===== src/rtl/core/mwmn_pkg.sv =====
package mwmn_pkg;

  localparam int FRAC_BITS  = 16;
  localparam int WHEEL_W    = 32;
  localparam int GAIN_W     = 24;
  localparam int SPEED_W    = 31;
  localparam int RATE_W     = 16;
  localparam int NUM_WHEELS = 4;
  localparam int PROD_W     = GAIN_W + WHEEL_W;
  localparam int ROT_W      = PROD_W - FRAC_BITS;
  localparam int SUM_W      = ROT_W + 2;
  localparam int MAG_W      = WHEEL_W;
  localparam int REM_W      = MAG_W + 1;
  localparam int SCALE_W    = WHEEL_W + RATE_W + 1;
  localparam int CFG_IDX_W  = 2;
  localparam int CFG_DATA_W = SPEED_W;

  // default: two quotient bits per divider stage
  localparam int DIV_STEPS_DEF = 2;

  // 6.0 in Q16.16
  localparam logic [SPEED_W-1:0] SPEED_RESET = SPEED_W'(393216);

  localparam int W_FL = 0;
  localparam int W_FR = 1;
  localparam int W_RR = 2;
  localparam int W_RL = 3;

  typedef enum logic [CFG_IDX_W-1:0] {
    CFG_FRONT_GAIN = 2'd0,
    CFG_REAR_GAIN  = 2'd1,
    CFG_MAX_SPEED  = 2'd2
  } cfg_idx_t;

  typedef logic signed [WHEEL_W-1:0] wheel_t;
  typedef wheel_t [NUM_WHEELS-1:0] wheel_vec_t;

  localparam wheel_t WHEEL_MAX = {1'b0, {(WHEEL_W-1){1'b1}}};
  localparam wheel_t WHEEL_MIN = {1'b1, {(WHEEL_W-1){1'b0}}};

  typedef struct packed {
    logic signed [WHEEL_W-1:0] forward_velocity;
    logic signed [WHEEL_W-1:0] lateral_velocity;
    logic signed [WHEEL_W-1:0] yaw_rate;
    logic                      raw_mode;
  } cmd_t;

  typedef struct packed {
    logic signed [WHEEL_W-1:0] wheel_front_left;
    logic signed [WHEEL_W-1:0] wheel_front_right;
    logic signed [WHEEL_W-1:0] wheel_rear_right;
    logic signed [WHEEL_W-1:0] wheel_rear_left;
    logic                      was_scaled;
    logic                      was_saturated;
  } wheel_res_t;

  typedef struct packed {
    wheel_vec_t w;
    logic       raw;
    logic       sat;
  } mix_out_t;

  typedef struct packed {
    wheel_vec_t         w;
    logic               raw;
    logic               sat;
    logic               scale;
    logic [MAG_W-1:0]   mag;
    logic [REM_W-1:0]   rem;
    logic [RATE_W-1:0]  quo;
  } div_word_t;

endpackage


===== src/rtl/core/mwmn_peak.sv =====
module mwmn_peak import mwmn_pkg::*; (
  input  logic               clk,
  input  logic               en,
  input  mix_out_t           mix,
  input  logic [SPEED_W-1:0] limit,
  output div_word_t          word
);

  logic [MAG_W-1:0] mag_c [NUM_WHEELS];
  logic [MAG_W-1:0] max_lo;
  logic [MAG_W-1:0] max_hi;
  logic [MAG_W-1:0] max_c;
  div_word_t        word_nxt;
  div_word_t        word_r;

  always_comb begin
    for (int i = 0; i < NUM_WHEELS; i++) begin
      mag_c[i] = mix.w[i][WHEEL_W-1] ? (~mix.w[i] + MAG_W'(1)) : mix.w[i];
    end
    max_lo = (mag_c[1] > mag_c[0]) ? mag_c[1] : mag_c[0];
    max_hi = (mag_c[3] > mag_c[2]) ? mag_c[3] : mag_c[2];
    max_c  = (max_hi > max_lo) ? max_hi : max_lo;

    word_nxt.w     = mix.w;
    word_nxt.raw   = mix.raw;
    word_nxt.sat   = mix.sat;
    word_nxt.scale = !mix.raw && (max_c > MAG_W'(limit));
    word_nxt.mag   = max_c;
    // limit < max when scaling, so the quotient fits RATE_W bits
    word_nxt.rem   = REM_W'(limit);
    word_nxt.quo   = '0;
  end

  always_ff @(posedge clk) begin
    if (en) begin
      word_r <= word_nxt;
    end
  end

  assign word = word_r;

endmodule


===== config.mk =====
export PLATFORM = sky130hd
export DESIGN_NAME = mwmn_peak
export DESIGN_NICKNAME = d
export VERILOG_FILES = /design/src/rtl/core/mwmn_pkg.sv /design/src/rtl/core/mwmn_peak.sv
export SDC_FILE = /design/constraint.sdc
export NUM_CORES = 1
export LEC_CHECK = 0
export BUFFER_PORTS_ARGS = -buffer_cell sky130_fd_sc_hd__buf_2
export CORE_MARGIN = 1.5
export CORE_UTILIZATION = 30
export DETAILED_ROUTE_END_ITERATION = 8
export SETUP_SLACK_MARGIN = 0.4
export SLEW_MARGIN = 20
export SYNTH_ARGS = -nofsm -noshare
export SYNTH_HDL_FRONTEND = slang
export SYNTH_SLANG_ARGS = --single-unit

===== constraint.sdc =====
create_clock -name clk -period 12.2 [get_ports clk]
set_clock_uncertainty 0.05 [all_clocks]
set_input_delay 1.22 -clock clk [delete_from_list [all_inputs] [get_ports clk]]
set_output_delay 1.22 -clock clk [all_outputs]
set_load 0.02 [all_outputs]

==> out/results.ini <==
[cells_and_area]
post-route-util_pct = 37.5
drive_above_1_share_pct = 26.9
syn_to_final_growth_pct = 22.3
largest_register_ffs = 194
antenna_cells = 0
fillers = 4338
nNetsFinal = 1883

[synth]
synthDistinctLibCells = 68
netlist_top_cells_count = edfxtp_1, ha_1, o21ai_0, inv_1, xor2_1
synthFlopType = edfxtp_1
synth_top_area_share_pct = 43.8
postSynthAreaPerCell_um2 = 10.6
postSynthCellCount = 1251
synth_edf_count = 194
async_flop_share_pct = 0
synth-seq-cells = 194
yosysTopAreaCell = edfxtp_1
synth_area_leaders = edfxtp_1, ha_1, xor2_1, o21ai_0, inv_1
yosysSeqAreaShare_pct = 43.8
yosysMostFrequentCell = edfxtp_1
netlist_area_um2 = 13300
yosys_warnings = 0

[clock_network]
clock-sinks = 194
h-tree-depth = 4
cts_buffers = 17
clock_path_buffers = 2
cts_root_buffer = clkbuf_16
clk_pin_slew_worst_paths_ns = 0.08
holdBufCountCts = 0
cts_tree = built
cts-resized-gates = 0
post_cts_buffers = 0

[timing]
finalSetupViolations = 0
relSlewSlack_pct = 35.0
setup_tns_ns = 0
hold_viol_final = 0
slew_violations = 0
grt_setup_unrepaired = false
period_share_pct = 90.0
timing.hold.ws_ns = 0.868
period_needed_ns = 10.98
tightest_slew_ns = 0.975
fmax_mhz = 91.1

[setup_path]
slowest_stage = or4b_2
timing_worst_setup_path_type = in2reg
worstPathMaxFanout = 36
critPathLaunchType = primary input
cp_data_required_time_ns = 12.39
cpPeakStageDelay_ns = 0.70
critical_path_arrival_ns = 11.17
cp-end-kind = register

[floorplanning]
die_h_um = 213
ios = 375
die_w_um = 213
core-area_um2 = 43400
start_util_pct = 30.6
rows = 76
dieArea_um2 = 45600

[global_route]
gr-total-overflow = 0
grt.total_usage_pct = 19.1
antenna_found_initial = 0
grt_pass1_wl_um = 64300
grt_max_degree = 74
first_global_vias = 10800

[power_and_ir_drop]
ir_drop_mv = 0.112
power_w = 0.00257
p_leak_nw = 6.92
power_density_nw_per_um2 = 158

[drt]
ant_nets = 0
dr.pass1.iters = 6
routedWlPerCell_um = 20.2
post_drt_via_cell_ratio = 5.20
routed_wl_um = 44100
drc = 0
vias = 11400
drt_iter0_markers = 1013

[placed_design]
place_congestion = 0.933
numPortBuffers = 356
hpwl_um = 36000

[min_path]
hold_end = word[82]
hp-class = in2reg
min_from = mix[0]
holdPathStages = 1

[flow_run]
maxCapViolCount = 0

[outcome]
status = finished clean

cells by family (layout without fill, tap and decap cells):
family	Yosys count	count (layout)	synth area share [%]
other cells	1	18	0.0282
buf+inv	153	488	5.01
compound gates	346	346	17.5
flops	194	194	43.8
simple gates	295	295	12.5
mux	15	15	1.14
xor+xnor	117	117	7.77
fa+ha+maj	130	130	12.2
placed cells by master, fill, tap and decap left out, drive strengths merged, types with 32 or more instances in the layout:
master,n
o31ai,41
edfxtp,194
o21ai,114
nand3,32
or4,36
buf,370
a21oi,62
nand2,68
inv,89
xor2,85
ha,130
xnor2,32
per-stage QoR:
| stage | cells | cell area (µm²) | setup slack [ns] |
|---|---|---|---|
| 2_1_floorplan | 1268 | 13400 | 1.86 |
| 3_3_place_gp | 2156 | 15700 | 0.741 |
| 3_5_place_dp | 2156 | 15700 | 0.459 |
| 4_1_cts | 2188 | 16200 | 0.962 |
| 5_1_grt | 2188 | 16200 | 0.556 |
| 6_report | 2188 | 16200 | 1.22 |
worst max-delay path: cells and delay by family:
family | cells | cell delay [ns]
adder cells (fa/ha/maj) | 4 | 1.18
XOR/XNOR | 1 | 0.26
AND/OR/NAND/NOR | 12 | 4.78
AO/OA/AOI/OAI | 15 | 3.02
buffers and inverters | 4 | 0.66
cell type report:
| cell class | count | area (µm²) | share of cell area, % |
|---|---|---|---|
| multi-input cells | 921 | 6890 | 42.4 |
| flip-flops and latches | 194 | 5830 | 35.9 |
| repair buffers | 371 | 1920 | 11.8 |
| well taps | 585 | 732 | 4.51 |
| clock buffers | 20 | 437 | 2.69 |
| inverters | 85 | 319 | 1.96 |
| clock inverters | 12 | 125 | 0.770 |
where the power goes:
part | switching, W | internal [W] | total, W
logic | 0.000730 | 0.000404 | 0.00113
registers | 0.0000265 | 0.000851 | 0.000878
clock network | 0.000269 | 0.000286 | 0.000554
worst max-delay path by stage:
stage	slack (ns)	endpoint	from	cells past startpoint
finish	1.22	word[81]	mix[34]	36
global route	0.56	word[81]	mix[34]	36
CTS	0.96	word[81]	mix[34]	36
detailed placement	0.46	word[81]	mix[34]	36
global placement	0.74	word[81]	mix[34]	36
floorplan	1.86	word[81]	mix[47]	35
layer usage:
| layer | routed length (µm) | vias to the layer above | global-route usage (%) |
|---|---|---|---|
| li1 | - | 5459 | - |
| met1 | 19400 | 5468 | 24.4 |
| met2 | 21500 | 396 | 32.5 |
| met3 | 2350 | 44 | 3.53 |
| met4 | 903 | 0 | 6.34 |
| met5 | 0 | - | 0 |
Note: power is estimated with default switching activity, not from simulation.
