===== config.mk =====
export PLATFORM = sky130hd
export DESIGN_NAME = mwmn_div
export DESIGN_NICKNAME = d
export VERILOG_FILES = /design/src/rtl/core/mwmn_pkg.sv /design/src/rtl/core/mwmn_div.sv
export SDC_FILE = /design/constraint.sdc
export NUM_CORES = 2
export LEC_CHECK = 0
export BUFFER_PORTS_ARGS = -buffer_cell sky130_fd_sc_hd__buf_2
export CORE_ASPECT_RATIO = 0.7
export CORE_MARGIN = 4
export CORE_UTILIZATION = 60
export DETAILED_ROUTE_END_ITERATION = 10
export PLACE_DENSITY = 0.78
export SLEW_MARGIN = 20
export SYNTH_ARGS = -nofsm -noshare
export SYNTH_HDL_FRONTEND = slang
export SYNTH_SLANG_ARGS = --single-unit

===== constraint.sdc =====
create_clock -name clk -period 16.6 [get_ports clk]
set_clock_uncertainty 0.2 [all_clocks]
set_input_delay 3.32 -clock clk [delete_from_list [all_inputs] [get_ports clk]]
set_output_delay 3.32 -clock clk [all_outputs]
set_load 0.005 [all_outputs]

===== src/rtl/core/mwmn_pkg.sv =====
package mwmn_pkg;

  localparam int FRAC_BITS  = 16;
  localparam int WHEEL_W    = 32;
  localparam int GAIN_W     = 24;
  localparam int SPEED_W    = 31;
  localparam int RATE_W     = 16;
  localparam int NUM_WHEELS = 4;
  localparam int PROD_W     = GAIN_W + WHEEL_W;
  localparam int ROT_W      = PROD_W - FRAC_BITS;
  localparam int SUM_W      = ROT_W + 2;
  localparam int MAG_W      = WHEEL_W;
  localparam int REM_W      = MAG_W + 1;
  localparam int SCALE_W    = WHEEL_W + RATE_W + 1;
  localparam int CFG_IDX_W  = 2;
  localparam int CFG_DATA_W = SPEED_W;

  // default: two quotient bits per divider stage
  localparam int DIV_STEPS_DEF = 2;

  // 6.0 in Q16.16
  localparam logic [SPEED_W-1:0] SPEED_RESET = SPEED_W'(393216);

  localparam int W_FL = 0;
  localparam int W_FR = 1;
  localparam int W_RR = 2;
  localparam int W_RL = 3;

  typedef enum logic [CFG_IDX_W-1:0] {
    CFG_FRONT_GAIN = 2'd0,
    CFG_REAR_GAIN  = 2'd1,
    CFG_MAX_SPEED  = 2'd2
  } cfg_idx_t;

  typedef logic signed [WHEEL_W-1:0] wheel_t;
  typedef wheel_t [NUM_WHEELS-1:0] wheel_vec_t;

  localparam wheel_t WHEEL_MAX = {1'b0, {(WHEEL_W-1){1'b1}}};
  localparam wheel_t WHEEL_MIN = {1'b1, {(WHEEL_W-1){1'b0}}};

  typedef struct packed {
    logic signed [WHEEL_W-1:0] forward_velocity;
    logic signed [WHEEL_W-1:0] lateral_velocity;
    logic signed [WHEEL_W-1:0] yaw_rate;
    logic                      raw_mode;
  } cmd_t;

  typedef struct packed {
    logic signed [WHEEL_W-1:0] wheel_front_left;
    logic signed [WHEEL_W-1:0] wheel_front_right;
    logic signed [WHEEL_W-1:0] wheel_rear_right;
    logic signed [WHEEL_W-1:0] wheel_rear_left;
    logic                      was_scaled;
    logic                      was_saturated;
  } wheel_res_t;

  typedef struct packed {
    wheel_vec_t w;
    logic       raw;
    logic       sat;
  } mix_out_t;

  typedef struct packed {
    wheel_vec_t         w;
    logic               raw;
    logic               sat;
    logic               scale;
    logic [MAG_W-1:0]   mag;
    logic [REM_W-1:0]   rem;
    logic [RATE_W-1:0]  quo;
  } div_word_t;

endpackage


===== src/rtl/core/mwmn_div.sv =====
module mwmn_div import mwmn_pkg::*; #(
  parameter int unsigned STEPS  = DIV_STEPS_DEF,
  parameter int unsigned STAGES = RATE_W / STEPS
) (
  input  logic              clk,
  input  logic [STAGES-1:0] en,
  input  div_word_t         din,
  output div_word_t         dout
);

  div_word_t chain [STAGES+1];

  assign chain[0] = din;

  for (genvar k = 0; k < STAGES; k++) begin : g_stage
    div_word_t step_nxt;
    div_word_t step_r;

    // restoring division, STEPS quotient bits per stage
    always_comb begin : step
      logic [REM_W-1:0] trial;
      step_nxt = chain[k];
      for (int j = 0; j < STEPS; j++) begin
        trial = {step_nxt.rem[REM_W-2:0], 1'b0};
        if (trial >= REM_W'(step_nxt.mag)) begin
          step_nxt.rem = trial - REM_W'(step_nxt.mag);
          step_nxt.quo = {step_nxt.quo[RATE_W-2:0], 1'b1};
        end else begin
          step_nxt.rem = trial;
          step_nxt.quo = {step_nxt.quo[RATE_W-2:0], 1'b0};
        end
      end
    end

    always_ff @(posedge clk) begin
      if (en[k]) begin
        step_r <= step_nxt;
      end
    end

    assign chain[k+1] = step_r;
  end

  assign dout = chain[STAGES];

endmodule


==> results.md <==
* Critical-path top delay cell: nand3_1
* Async set or reset register ratio after synthesis at 0%
* RSZ-0062 raised after global routing: false
* Max IR drop VDD at 0.000169 V
* Root Buffer: clkbuf_16
* Overall Global Routing Usage at approximately 29%
* Worst Hold Class: reg2reg
* Worst reg2reg path depth at 23
* Power Dens Cells at 243 mW/mm^2
* Nets at 7,352
* Minimum clock period after layout at 10.51 ns
* Min-Delay Endpoint: chain[514]$_DFFE_PP_
* Antenna violations before repair at 10
* Final WS setup at a little over 6 ns
* Setup TNS at 0 ns
* Syn_nets at 7,052
* First-pass GRT wire length at roughly 310,000 um
* Max-cap check violation count at 0
* Worst slew margin at 25.3%
* Detailed-route via count at 52,000
* Die extent in x at 449 um
* Post-synth EDFFs at 1,633
* Worst r2r src: chain[1541]$_DFFE_PP_
* Area share of the largest cell type after synthesis at 60.1%
* #FFs+latches synth at 1,633
* Worst Setup End Kind: flop
* Buf/Inv on CP at 3
* Arrival @ worst endpoint at 10.84 ns
* Min-Delay Path Depth at 0
* R2R setup slack at between 7 and 8 ns
* Hold WS at 0.211 ns
* # setup viols final at 0
* Clk sinks at 1,633
* Cell leakage power at 35.2 nW
* Core box area at 0.134 sq mm
* Max FO, Critical Path at 22
* Longest Clk Path Bufs at 3
* Cell area after synthesis at 0.0817 sq mm
* Worst skew pair latency at around 0.80 ns
* # IOs at approximately 430
* Total wire length at between 200,000 and 250,000 um
* Hold Vio Cnt, Final at 0
* CTS Hold Buffers Added at 0
* Clock H-tree levels at 4
* GP Congestion at between 0.9 and 1
* Worst stage delay on the critical path at between 0.5 and 0.6 ns
* Area growth, synth to finish at 9.43%
* Pre-CTS WS at 5.58 ns
* Routed Antenna Nets at 0
* Vias per inst at approximately 6
* Initial core utilization at 60.8%
* Largest net degree at the start of global routing at 100
* Max Slew Vio Count at 0
* Grt ovf at 0
* Startpoint Class: input pin
* Hold Startpoint: chain[726]$_DFFE_PP_
* Top FF cell, synth: edfxtp_1
* Synth top area cells: edfxtp_1, ha_1, xnor2_1
* Layout cells sized above 1 at 14.7%
* Max Fclk at 95.2 MHz
* Final period util at a little over three fifths
* Post-CTS Setup Inserts at 0
* Number of global-route vias before repair at 49,600
* Sequential area share after synthesis at 60.1%
* CP required at 16.94 ns
* Clock transition at the registers of the reported paths at 0.07 ns
* Status: complete, no violations
* Critical path class: in2reg
* Actual slew at the worst max-slew pin at 1.12 ns
* Cell family with most CP delay: compound AO/OA/AOI/OAI gates
* TritonCTS buffer count at 150
* Initial detailed-routing violation count at 5,451
* Final HPWL DP at ~150,000 um
* Number of remaining DRC errors at 0
* Mean area per synthesized cell at 12.9 sq um
* IO Port Bufs at 415
* Router iterations before antenna repair at 5
* Die Ht at approximately 320 um
* Fill cells at 9,550
* Resized Gates After CTS at 0
* WL per Instance at 24.2 um
* Reg2reg end: chain[1290]$_DFFE_PP_
* Unique masters post-synth at 92
* CTS tree: built
* Synth Warn # at 0
* Syn Inst Count at ~6,300
* Crit path from: din[55]
* Row count at 112
* Post-synth top area cell: edfxtp_1
* Die area at 0.142 sq mm
-- cell usage after synthesis, types with 16 or more instances --
master	number
edfxtp_1	1633
ha_1	504
a21oi_1	497
inv_1	400
nand2_1	353
nor2_1	333
o21ai_0	311
xnor2_1	309
a21o_1	259
mux2_2	231
buf_4	215
xor2_1	119
nand3_1	89
o21bai_1	78
o21a_1	75
nor3_1	73
nand4_1	63
nor2b_1	60
a211oi_1	48
clkbuf_1	48
nand2b_1	47
a31oi_1	41
and3_1	41
buf_2	34
o31ai_1	33
a31o_2	21
mux2_4	20
and2_1	19
nor4_1	19
o211ai_1	19
or3_1	19
or2_2	18
a211o_1	16
-- layer usage --
layer | global-route usage [%] | part of all wire [%] | vias to the layer above
met2 | 43.0 | 44 | 2121
met4 | 7.23 | 2.3 | 0
met1 | 42.6 | 44 | 25400
met3 | 6.31 | 9.6 | 249
li1 | - | - | 24200
met5 | 0 | 0 | -
-- registers in the layout, indices dropped and copies added, names as in the netlist --
signal and cells:
dout 212, chain 1421
-- area by class of cell --
type	count	area, sq um	share of cell area, %
clock buffers	177	3880	4.34
repair buffers	450	2420	2.71
flip-flops and latches	1633	49000	54.9
well taps	1767	2210	2.47
clock inverters	98	1130	1.27
multi-input cells	3981	29100	32.6
diodes	8	20.0	0.0224
inverters	403	1510	1.69
-- worst max path at each step --
stage / end / slack (ns) / cells past startpoint
CTS: chain[1521]$_DFFE_PP_ / 6.40 / 25
finish: chain[1521]$_DFFE_PP_ / 6.09 / 25
detailed placement: chain[1517]$_DFFE_PP_ / 5.58 / 25
global route: chain[1521]$_DFFE_PP_ / 5.81 / 25
global placement: chain[1517]$_DFFE_PP_ / 5.57 / 25
floorplan: chain[1530]$_DFFE_PP_ / 7.71 / 25
-- placed cells by master, fill, tap and decap left out, types with 89 or more instances in the layout --
master / count
nand2_1: 353
inv_1: 400
xnor2_1: 309
a21oi_1: 494
clkbuf_16: 151
buf_2: 407
xor2_1: 119
o21ai_0: 311
nor2_1: 332
a21o_1: 259
mux2_2: 231
ha_1: 504
edfxtp_1: 1633
nand3_1: 89
-- cell families (layout without fill, tap and decap cells) --
group,count (synthesis),after routing,share of synthesized area (%)
buf+inv,705,1128,4.31
flops,1633,1633,60.1
other cells,0,8,0
xor+xnor,428,428,4.59
simple gates,1187,1187,6.86
mux,272,272,3.83
compound gates,1582,1582,12.4
fa+ha+maj,512,512,7.92
-- through the flow --
stage | std cells | power [W] | area [sq um] | util, %
2_1_floorplan | 6319 | 0.0151 | 81700 | -
3_3_place_gp | 8234 | 0.0176 | 84300 | 62.8
3_5_place_dp | 8234 | 0.0179 | 84300 | 62.8
4_1_cts | 8509 | 0.0215 | 89300 | 66.5
5_1_grt | 8509 | 0.0231 | 89300 | 66.5
6_report | 8517 | 0.0217 | 89400 | 66.6
-- where the power goes --
part | internal, W | leakage [nW] | total (W) | switching, W
sequential | 0.00569 | 16.0 | 0.00605 | 0.000359
clock | 0.00191 | 2.40 | 0.00355 | 0.00164
combinational | 0.00524 | 16.8 | 0.0121 | 0.00690
total | 0.0128 | 35.2 | 0.0217 | 0.00889
Power figures use the tool's default switching activity.
