===== config.mk =====
export PLATFORM = sky130hd
export DESIGN_NAME = mwmn_mix
export DESIGN_NICKNAME = d
export VERILOG_FILES = /design/src/rtl/core/mwmn_pkg.sv /design/src/rtl/core/mwmn_mix.sv
export SDC_FILE = /design/constraint.sdc
export NUM_CORES = 2
export LEC_CHECK = 0
export BUFFER_PORTS_ARGS = -buffer_cell sky130_fd_sc_hd__buf_4
export CAP_MARGIN = 20
export CORE_ASPECT_RATIO = 0.8
export CORE_UTILIZATION = 41
export DETAILED_ROUTE_END_ITERATION = 16
export GPL_TIMING_DRIVEN = 0
export HOLD_SLACK_MARGIN = 0.15
export SYNTH_ARGS = -nofsm -noshare
export SYNTH_HDL_FRONTEND = slang
export SYNTH_SLANG_ARGS = --single-unit

===== constraint.sdc =====
create_clock -name clk -period 13.4 [get_ports clk]
set_clock_uncertainty 0.15 [all_clocks]
set_input_delay 2.68 -clock clk [delete_from_list [all_inputs] [get_ports clk]]
set_output_delay 2.68 -clock clk [all_outputs]
set_load 0.005 [all_outputs]

===== src/rtl/core/mwmn_pkg.sv =====
package mwmn_pkg;

  localparam int FRAC_BITS  = 16;
  localparam int WHEEL_W    = 32;
  localparam int GAIN_W     = 24;
  localparam int SPEED_W    = 31;
  localparam int RATE_W     = 16;
  localparam int NUM_WHEELS = 4;
  localparam int PROD_W     = GAIN_W + WHEEL_W;
  localparam int ROT_W      = PROD_W - FRAC_BITS;
  localparam int SUM_W      = ROT_W + 2;
  localparam int MAG_W      = WHEEL_W;
  localparam int REM_W      = MAG_W + 1;
  localparam int SCALE_W    = WHEEL_W + RATE_W + 1;
  localparam int CFG_IDX_W  = 2;
  localparam int CFG_DATA_W = SPEED_W;

  // default: two quotient bits per divider stage
  localparam int DIV_STEPS_DEF = 2;

  // 6.0 in Q16.16
  localparam logic [SPEED_W-1:0] SPEED_RESET = SPEED_W'(393216);

  localparam int W_FL = 0;
  localparam int W_FR = 1;
  localparam int W_RR = 2;
  localparam int W_RL = 3;

  typedef enum logic [CFG_IDX_W-1:0] {
    CFG_FRONT_GAIN = 2'd0,
    CFG_REAR_GAIN  = 2'd1,
    CFG_MAX_SPEED  = 2'd2
  } cfg_idx_t;

  typedef logic signed [WHEEL_W-1:0] wheel_t;
  typedef wheel_t [NUM_WHEELS-1:0] wheel_vec_t;

  localparam wheel_t WHEEL_MAX = {1'b0, {(WHEEL_W-1){1'b1}}};
  localparam wheel_t WHEEL_MIN = {1'b1, {(WHEEL_W-1){1'b0}}};

  typedef struct packed {
    logic signed [WHEEL_W-1:0] forward_velocity;
    logic signed [WHEEL_W-1:0] lateral_velocity;
    logic signed [WHEEL_W-1:0] yaw_rate;
    logic                      raw_mode;
  } cmd_t;

  typedef struct packed {
    logic signed [WHEEL_W-1:0] wheel_front_left;
    logic signed [WHEEL_W-1:0] wheel_front_right;
    logic signed [WHEEL_W-1:0] wheel_rear_right;
    logic signed [WHEEL_W-1:0] wheel_rear_left;
    logic                      was_scaled;
    logic                      was_saturated;
  } wheel_res_t;

  typedef struct packed {
    wheel_vec_t w;
    logic       raw;
    logic       sat;
  } mix_out_t;

  typedef struct packed {
    wheel_vec_t         w;
    logic               raw;
    logic               sat;
    logic               scale;
    logic [MAG_W-1:0]   mag;
    logic [REM_W-1:0]   rem;
    logic [RATE_W-1:0]  quo;
  } div_word_t;

endpackage


===== src/rtl/core/mwmn_mix.sv =====
module mwmn_mix import mwmn_pkg::*; (
  input  logic                     clk,
  input  logic                     en_mul,
  input  logic                     en_sum,
  input  cmd_t                     cmd,
  input  logic signed [GAIN_W-1:0] front_gain,
  input  logic signed [GAIN_W-1:0] rear_gain,
  output mix_out_t                 mix
);

  logic signed [PROD_W-1:0]  prod_f_r;
  logic signed [PROD_W-1:0]  prod_b_r;
  logic signed [WHEEL_W-1:0] vx_r;
  logic signed [WHEEL_W-1:0] vy_r;
  logic                      raw_r;
  mix_out_t                  mix_r;

  logic signed [SUM_W-1:0] rot_f;
  logic signed [SUM_W-1:0] rot_b;
  logic signed [SUM_W-1:0] vx_e;
  logic signed [SUM_W-1:0] vy_e;
  logic signed [SUM_W-1:0] sum_c [NUM_WHEELS];
  mix_out_t                mix_nxt;

  // stage 1: rotation products, full precision
  always_ff @(posedge clk) begin
    if (en_mul) begin
      prod_f_r <= PROD_W'(front_gain) * PROD_W'(cmd.yaw_rate);
      prod_b_r <= PROD_W'(rear_gain) * PROD_W'(cmd.yaw_rate);
      vx_r     <= cmd.forward_velocity;
      vy_r     <= cmd.lateral_velocity;
      raw_r    <= cmd.raw_mode;
    end
  end

  // stage 2: floor shift, exact sums, clamp to int32
  always_comb begin
    rot_f = SUM_W'($signed(prod_f_r[PROD_W-1:FRAC_BITS]));
    rot_b = SUM_W'($signed(prod_b_r[PROD_W-1:FRAC_BITS]));
    vx_e  = SUM_W'(vx_r);
    vy_e  = SUM_W'(vy_r);
    sum_c[W_FL] = rot_f - vx_e - vy_e;
    sum_c[W_FR] = rot_f + vx_e - vy_e;
    sum_c[W_RR] = rot_b + vx_e + vy_e;
    sum_c[W_RL] = rot_b - vx_e + vy_e;
    mix_nxt.raw = raw_r;
    mix_nxt.sat = 1'b0;
    for (int i = 0; i < NUM_WHEELS; i++) begin
      if ((&sum_c[i][SUM_W-1:WHEEL_W-1]) || !(|sum_c[i][SUM_W-1:WHEEL_W-1])) begin
        mix_nxt.w[i] = sum_c[i][WHEEL_W-1:0];
      end else begin
        mix_nxt.sat  = 1'b1;
        mix_nxt.w[i] = sum_c[i][SUM_W-1] ? WHEEL_MIN : WHEEL_MAX;
      end
    end
  end

  always_ff @(posedge clk) begin
    if (en_sum) begin
      mix_r <= mix_nxt;
    end
  end

  assign mix = mix_r;

endmodule


==> out/qor.csv <==
metric,value,unit
GRT Total Usage,0.2962,
Cells after Synth,7940,
initial antenna violation count,45,
CTS Sinks,275,
"flops & latches, synth",275,
max cap viols,0,
crit-path max cell delay,930,ps
uppermost layer routed,met5,
die area,185700,um^2
Starting Density,0.4136,
Clock Latency Late Sink,630,ps
Core Area,182400,um^2
fmax,76.02,MHz
number of synthesized flops with an enable pin,275,
Reg2Reg Depth,17,
share of layout cells above drive strength 1,0.04745,
first-pass GRT wire length,398000,um
Hold Path Cell Cnt,0,
CP max FO,10,
flop2flop setup slack,5940,ps
vias,57202,
H-tree levels,1,
Setup CP Type,in2reg,
# rows,140,
GRT overflow,0,
Max Slew Vio Count,0,
crit path max-delay cell type,clkdlybuf4s15_1,
share of flip-flops with an asynchronous set or reset,0,
postcts setup bufs,0,
cell area after layout,81960,um^2
Routed WL,270200,um
Metal-1 WL,114400,um
WL met3,33350,um
crit path DAT,13340,ps
syn nets,10273,
DR WL/cell,25.21,um
CP dominant cell by count,fa_1,
Final #Nets,10592,
Area after DPL,80700,um^2
sequential area share after synthesis,0.1095,
Max Root-Sink Buffers,3,
hold path start,raw_r$_DFFE_PP_,
Syn. warnings,0,
"CTS clk-pin slew, worst paths",60,ps
largest net degree at the start of global routing,90,
Hold Crit Class,reg2reg,
DRC viols,0,
ys flop type,edfxtp_1,
die width,481.5,um
Clock Tree Root,clkbuf_16,
DRT Pass-1 Iters,6,
Post-DP HPWL,232500,um
die height,385.6,um
Worst Hold End,mix[1]$_DFFE_PP_,
Final Critical Period,13150,ps
# IOs,278,
drt initial violations,5756,
outcome,"finished, final reports clean",
CTS tree,done,
count of port buffers added during placement,246,
synthesized area,75410,um^2
Worst slew margin,0.1349,
Syn Area/Cell,9.498,um^2
ANT nets after route,0,
RSZ-0062 raised after global routing,false,
met2 WL post-DR,114200,um
final hold violations,0,
Final period util,0.9817,
Yosys cell types,86,
Worst-Margin Slew,1298,ps
gp weighted congestion,1.006,
vias in the first global route,59613,
area delta synth->final,8.689,%
Critical Path Start Type,primary input,
critical path required time,13590,ps
Setup Viol. Count Final,0,
R2R Path End,mix[32]$_DFFE_PP_,
Vias/cell,5.336,
CP endpoint kind,flip-flop,
CTS Buf Count,31,
R2R Path Start,vx_r[31]$_DFFE_PP_,
==> cell usage after synthesis, drive strengths merged (28+ instances only) <==
| cell | number | area [um^2] |
|---|---|---|
| a211oi | 37 | 287.8 |
| a21o | 140 | 1051 |
| a21oi | 213 | 1066 |
| and2 | 723 | 4523 |
| clkbuf | 331 | 1242 |
| edfxtp | 275 | 8258 |
| fa | 1725 | 34530 |
| ha | 460 | 5756 |
| inv | 1964 | 7372 |
| mux2i | 68 | 680.7 |
| nand2 | 883 | 3314 |
| nand2b | 44 | 275.3 |
| nand3 | 52 | 260.3 |
| nand4 | 40 | 250.2 |
| nor2 | 189 | 709.4 |
| nor3 | 48 | 240.2 |
| o21ai | 133 | 669.4 |
| o21bai | 28 | 210.2 |
| xnor2 | 141 | 1235 |
| xor2 | 95 | 832.1 |
==> kinds of logic (layout without fill, tap and decap cells) <==
| family | Yosys count | after routing | synth area share |
|---|---|---|---|
| and+or+nand+nor | 2106 | 2106 | 0.1386 |
| buffers and inverters | 2322 | 2664 | 0.1158 |
| xor gates and xnor gates | 236 | 236 | 0.02741 |
| adders and majority gates | 2185 | 2185 | 0.5342 |
| other | 0 | 24 | 0 |
| DFF | 275 | 275 | 0.1095 |
| muxes | 72 | 72 | 0.009623 |
| AOI/OAI and AO/OA | 744 | 744 | 0.06477 |
==> registers in the layout (all words and copies together), names as in the netlist <==
| name | count |
|---|---|
| mix | 130 |
| prod_b_r | 40 |
| prod_f_r | 40 |
| vx_r | 32 |
| vy_r | 32 |
| raw_r | 1 |
==> worst max-delay path by stage <==
stage / startpoint / end / slack (ps) / depth (start not counted)
after floorplan: cmd[23] / prod_f_r[55]$_DFFE_PP_ / 3280 / 26
after global placement: cmd[10] / prod_b_r[55]$_DFFE_PP_ / -610 / 26
after detailed placement: cmd[11] / prod_b_r[55]$_DFFE_PP_ / 70 / 27
after CTS: cmd[11] / prod_b_r[55]$_DFFE_PP_ / 690 / 27
after global routing: cmd[11] / prod_b_r[55]$_DFFE_PP_ / 20 / 27
final: cmd[11] / prod_b_r[55]$_DFFE_PP_ / 250 / 27
==> routing by layer <==
metal | vias to the layer above | global-route usage
met2 | 2907 | 0.4367
met3 | 409 | 0.09084
met4 | 10 | 0.07752
li1 | 24375 | -
met5 | - | 0
met1 | 29501 | 0.4209
==> through the flow <==
stage | worst slack [ps] | instances | setup TNS [ps] | util | hold WS (ps)
2_1_floorplan | 3277 | 7940 | 0 | - | 250.3
3_3_place_gp | -605.8 | 10600 | -1402 | 0.4403 | 256.1
3_5_place_dp | 74.15 | 10625 | 0 | 0.4425 | 289.9
4_1_cts | 687.7 | 10681 | 0 | 0.4480 | 301.8
5_1_grt | 18.68 | 10708 | 0 | 0.4493 | 308.4
6_report | 245.2 | 10720 | 0 | 0.4495 | 287.1
==> layout make-up <==
class / instances / area [um^2]
timing repair buffer: 286 / 2407
tap: 2414 / 3020
buffer: 356 / 1363
sequential: 275 / 8258
inverter: 1966 / 7380
antenna: 24 / 60.06
fill: 17743 / 100400
clock buffer: 36 / 794.5
multi-input combinational: 5343 / 58470
clock inverter: 20 / 207.7
==> cells in the final DEF (no fill, tap or decap), types with 95 or more instances in the layout <==
cell type / n
a21o_1: 140
a21oi_1: 212
and2_1: 723
buf_4: 252
clkbuf_1: 335
edfxtp_1: 275
fa_1: 1725
ha_1: 460
inv_1: 1964
nand2_1: 883
nor2_1: 189
o21ai_0: 127
xnor2_1: 137
xor2_1: 95
==> critical path: cells and delay by family <==
kind | cells | cell delay [ps]
AO/OA/AOI/OAI | 9 | 3980
adder cells (fa/ha/maj) | 8 | 3710
buffers and inverters | 6 | 2250
AND/OR/NAND/NOR | 3 | 560
XOR/XNOR | 1 | 130
==> repair_timing <==
item	4_1_cts	5_1_grt
hold buffers	0	0
gates resized for setup	0	2
setup endpoints to repair	0	1
Power is left out: the tool's default activity adds up to more than one toggle a clock period on the data nets, which glitch-free logic cannot reach.
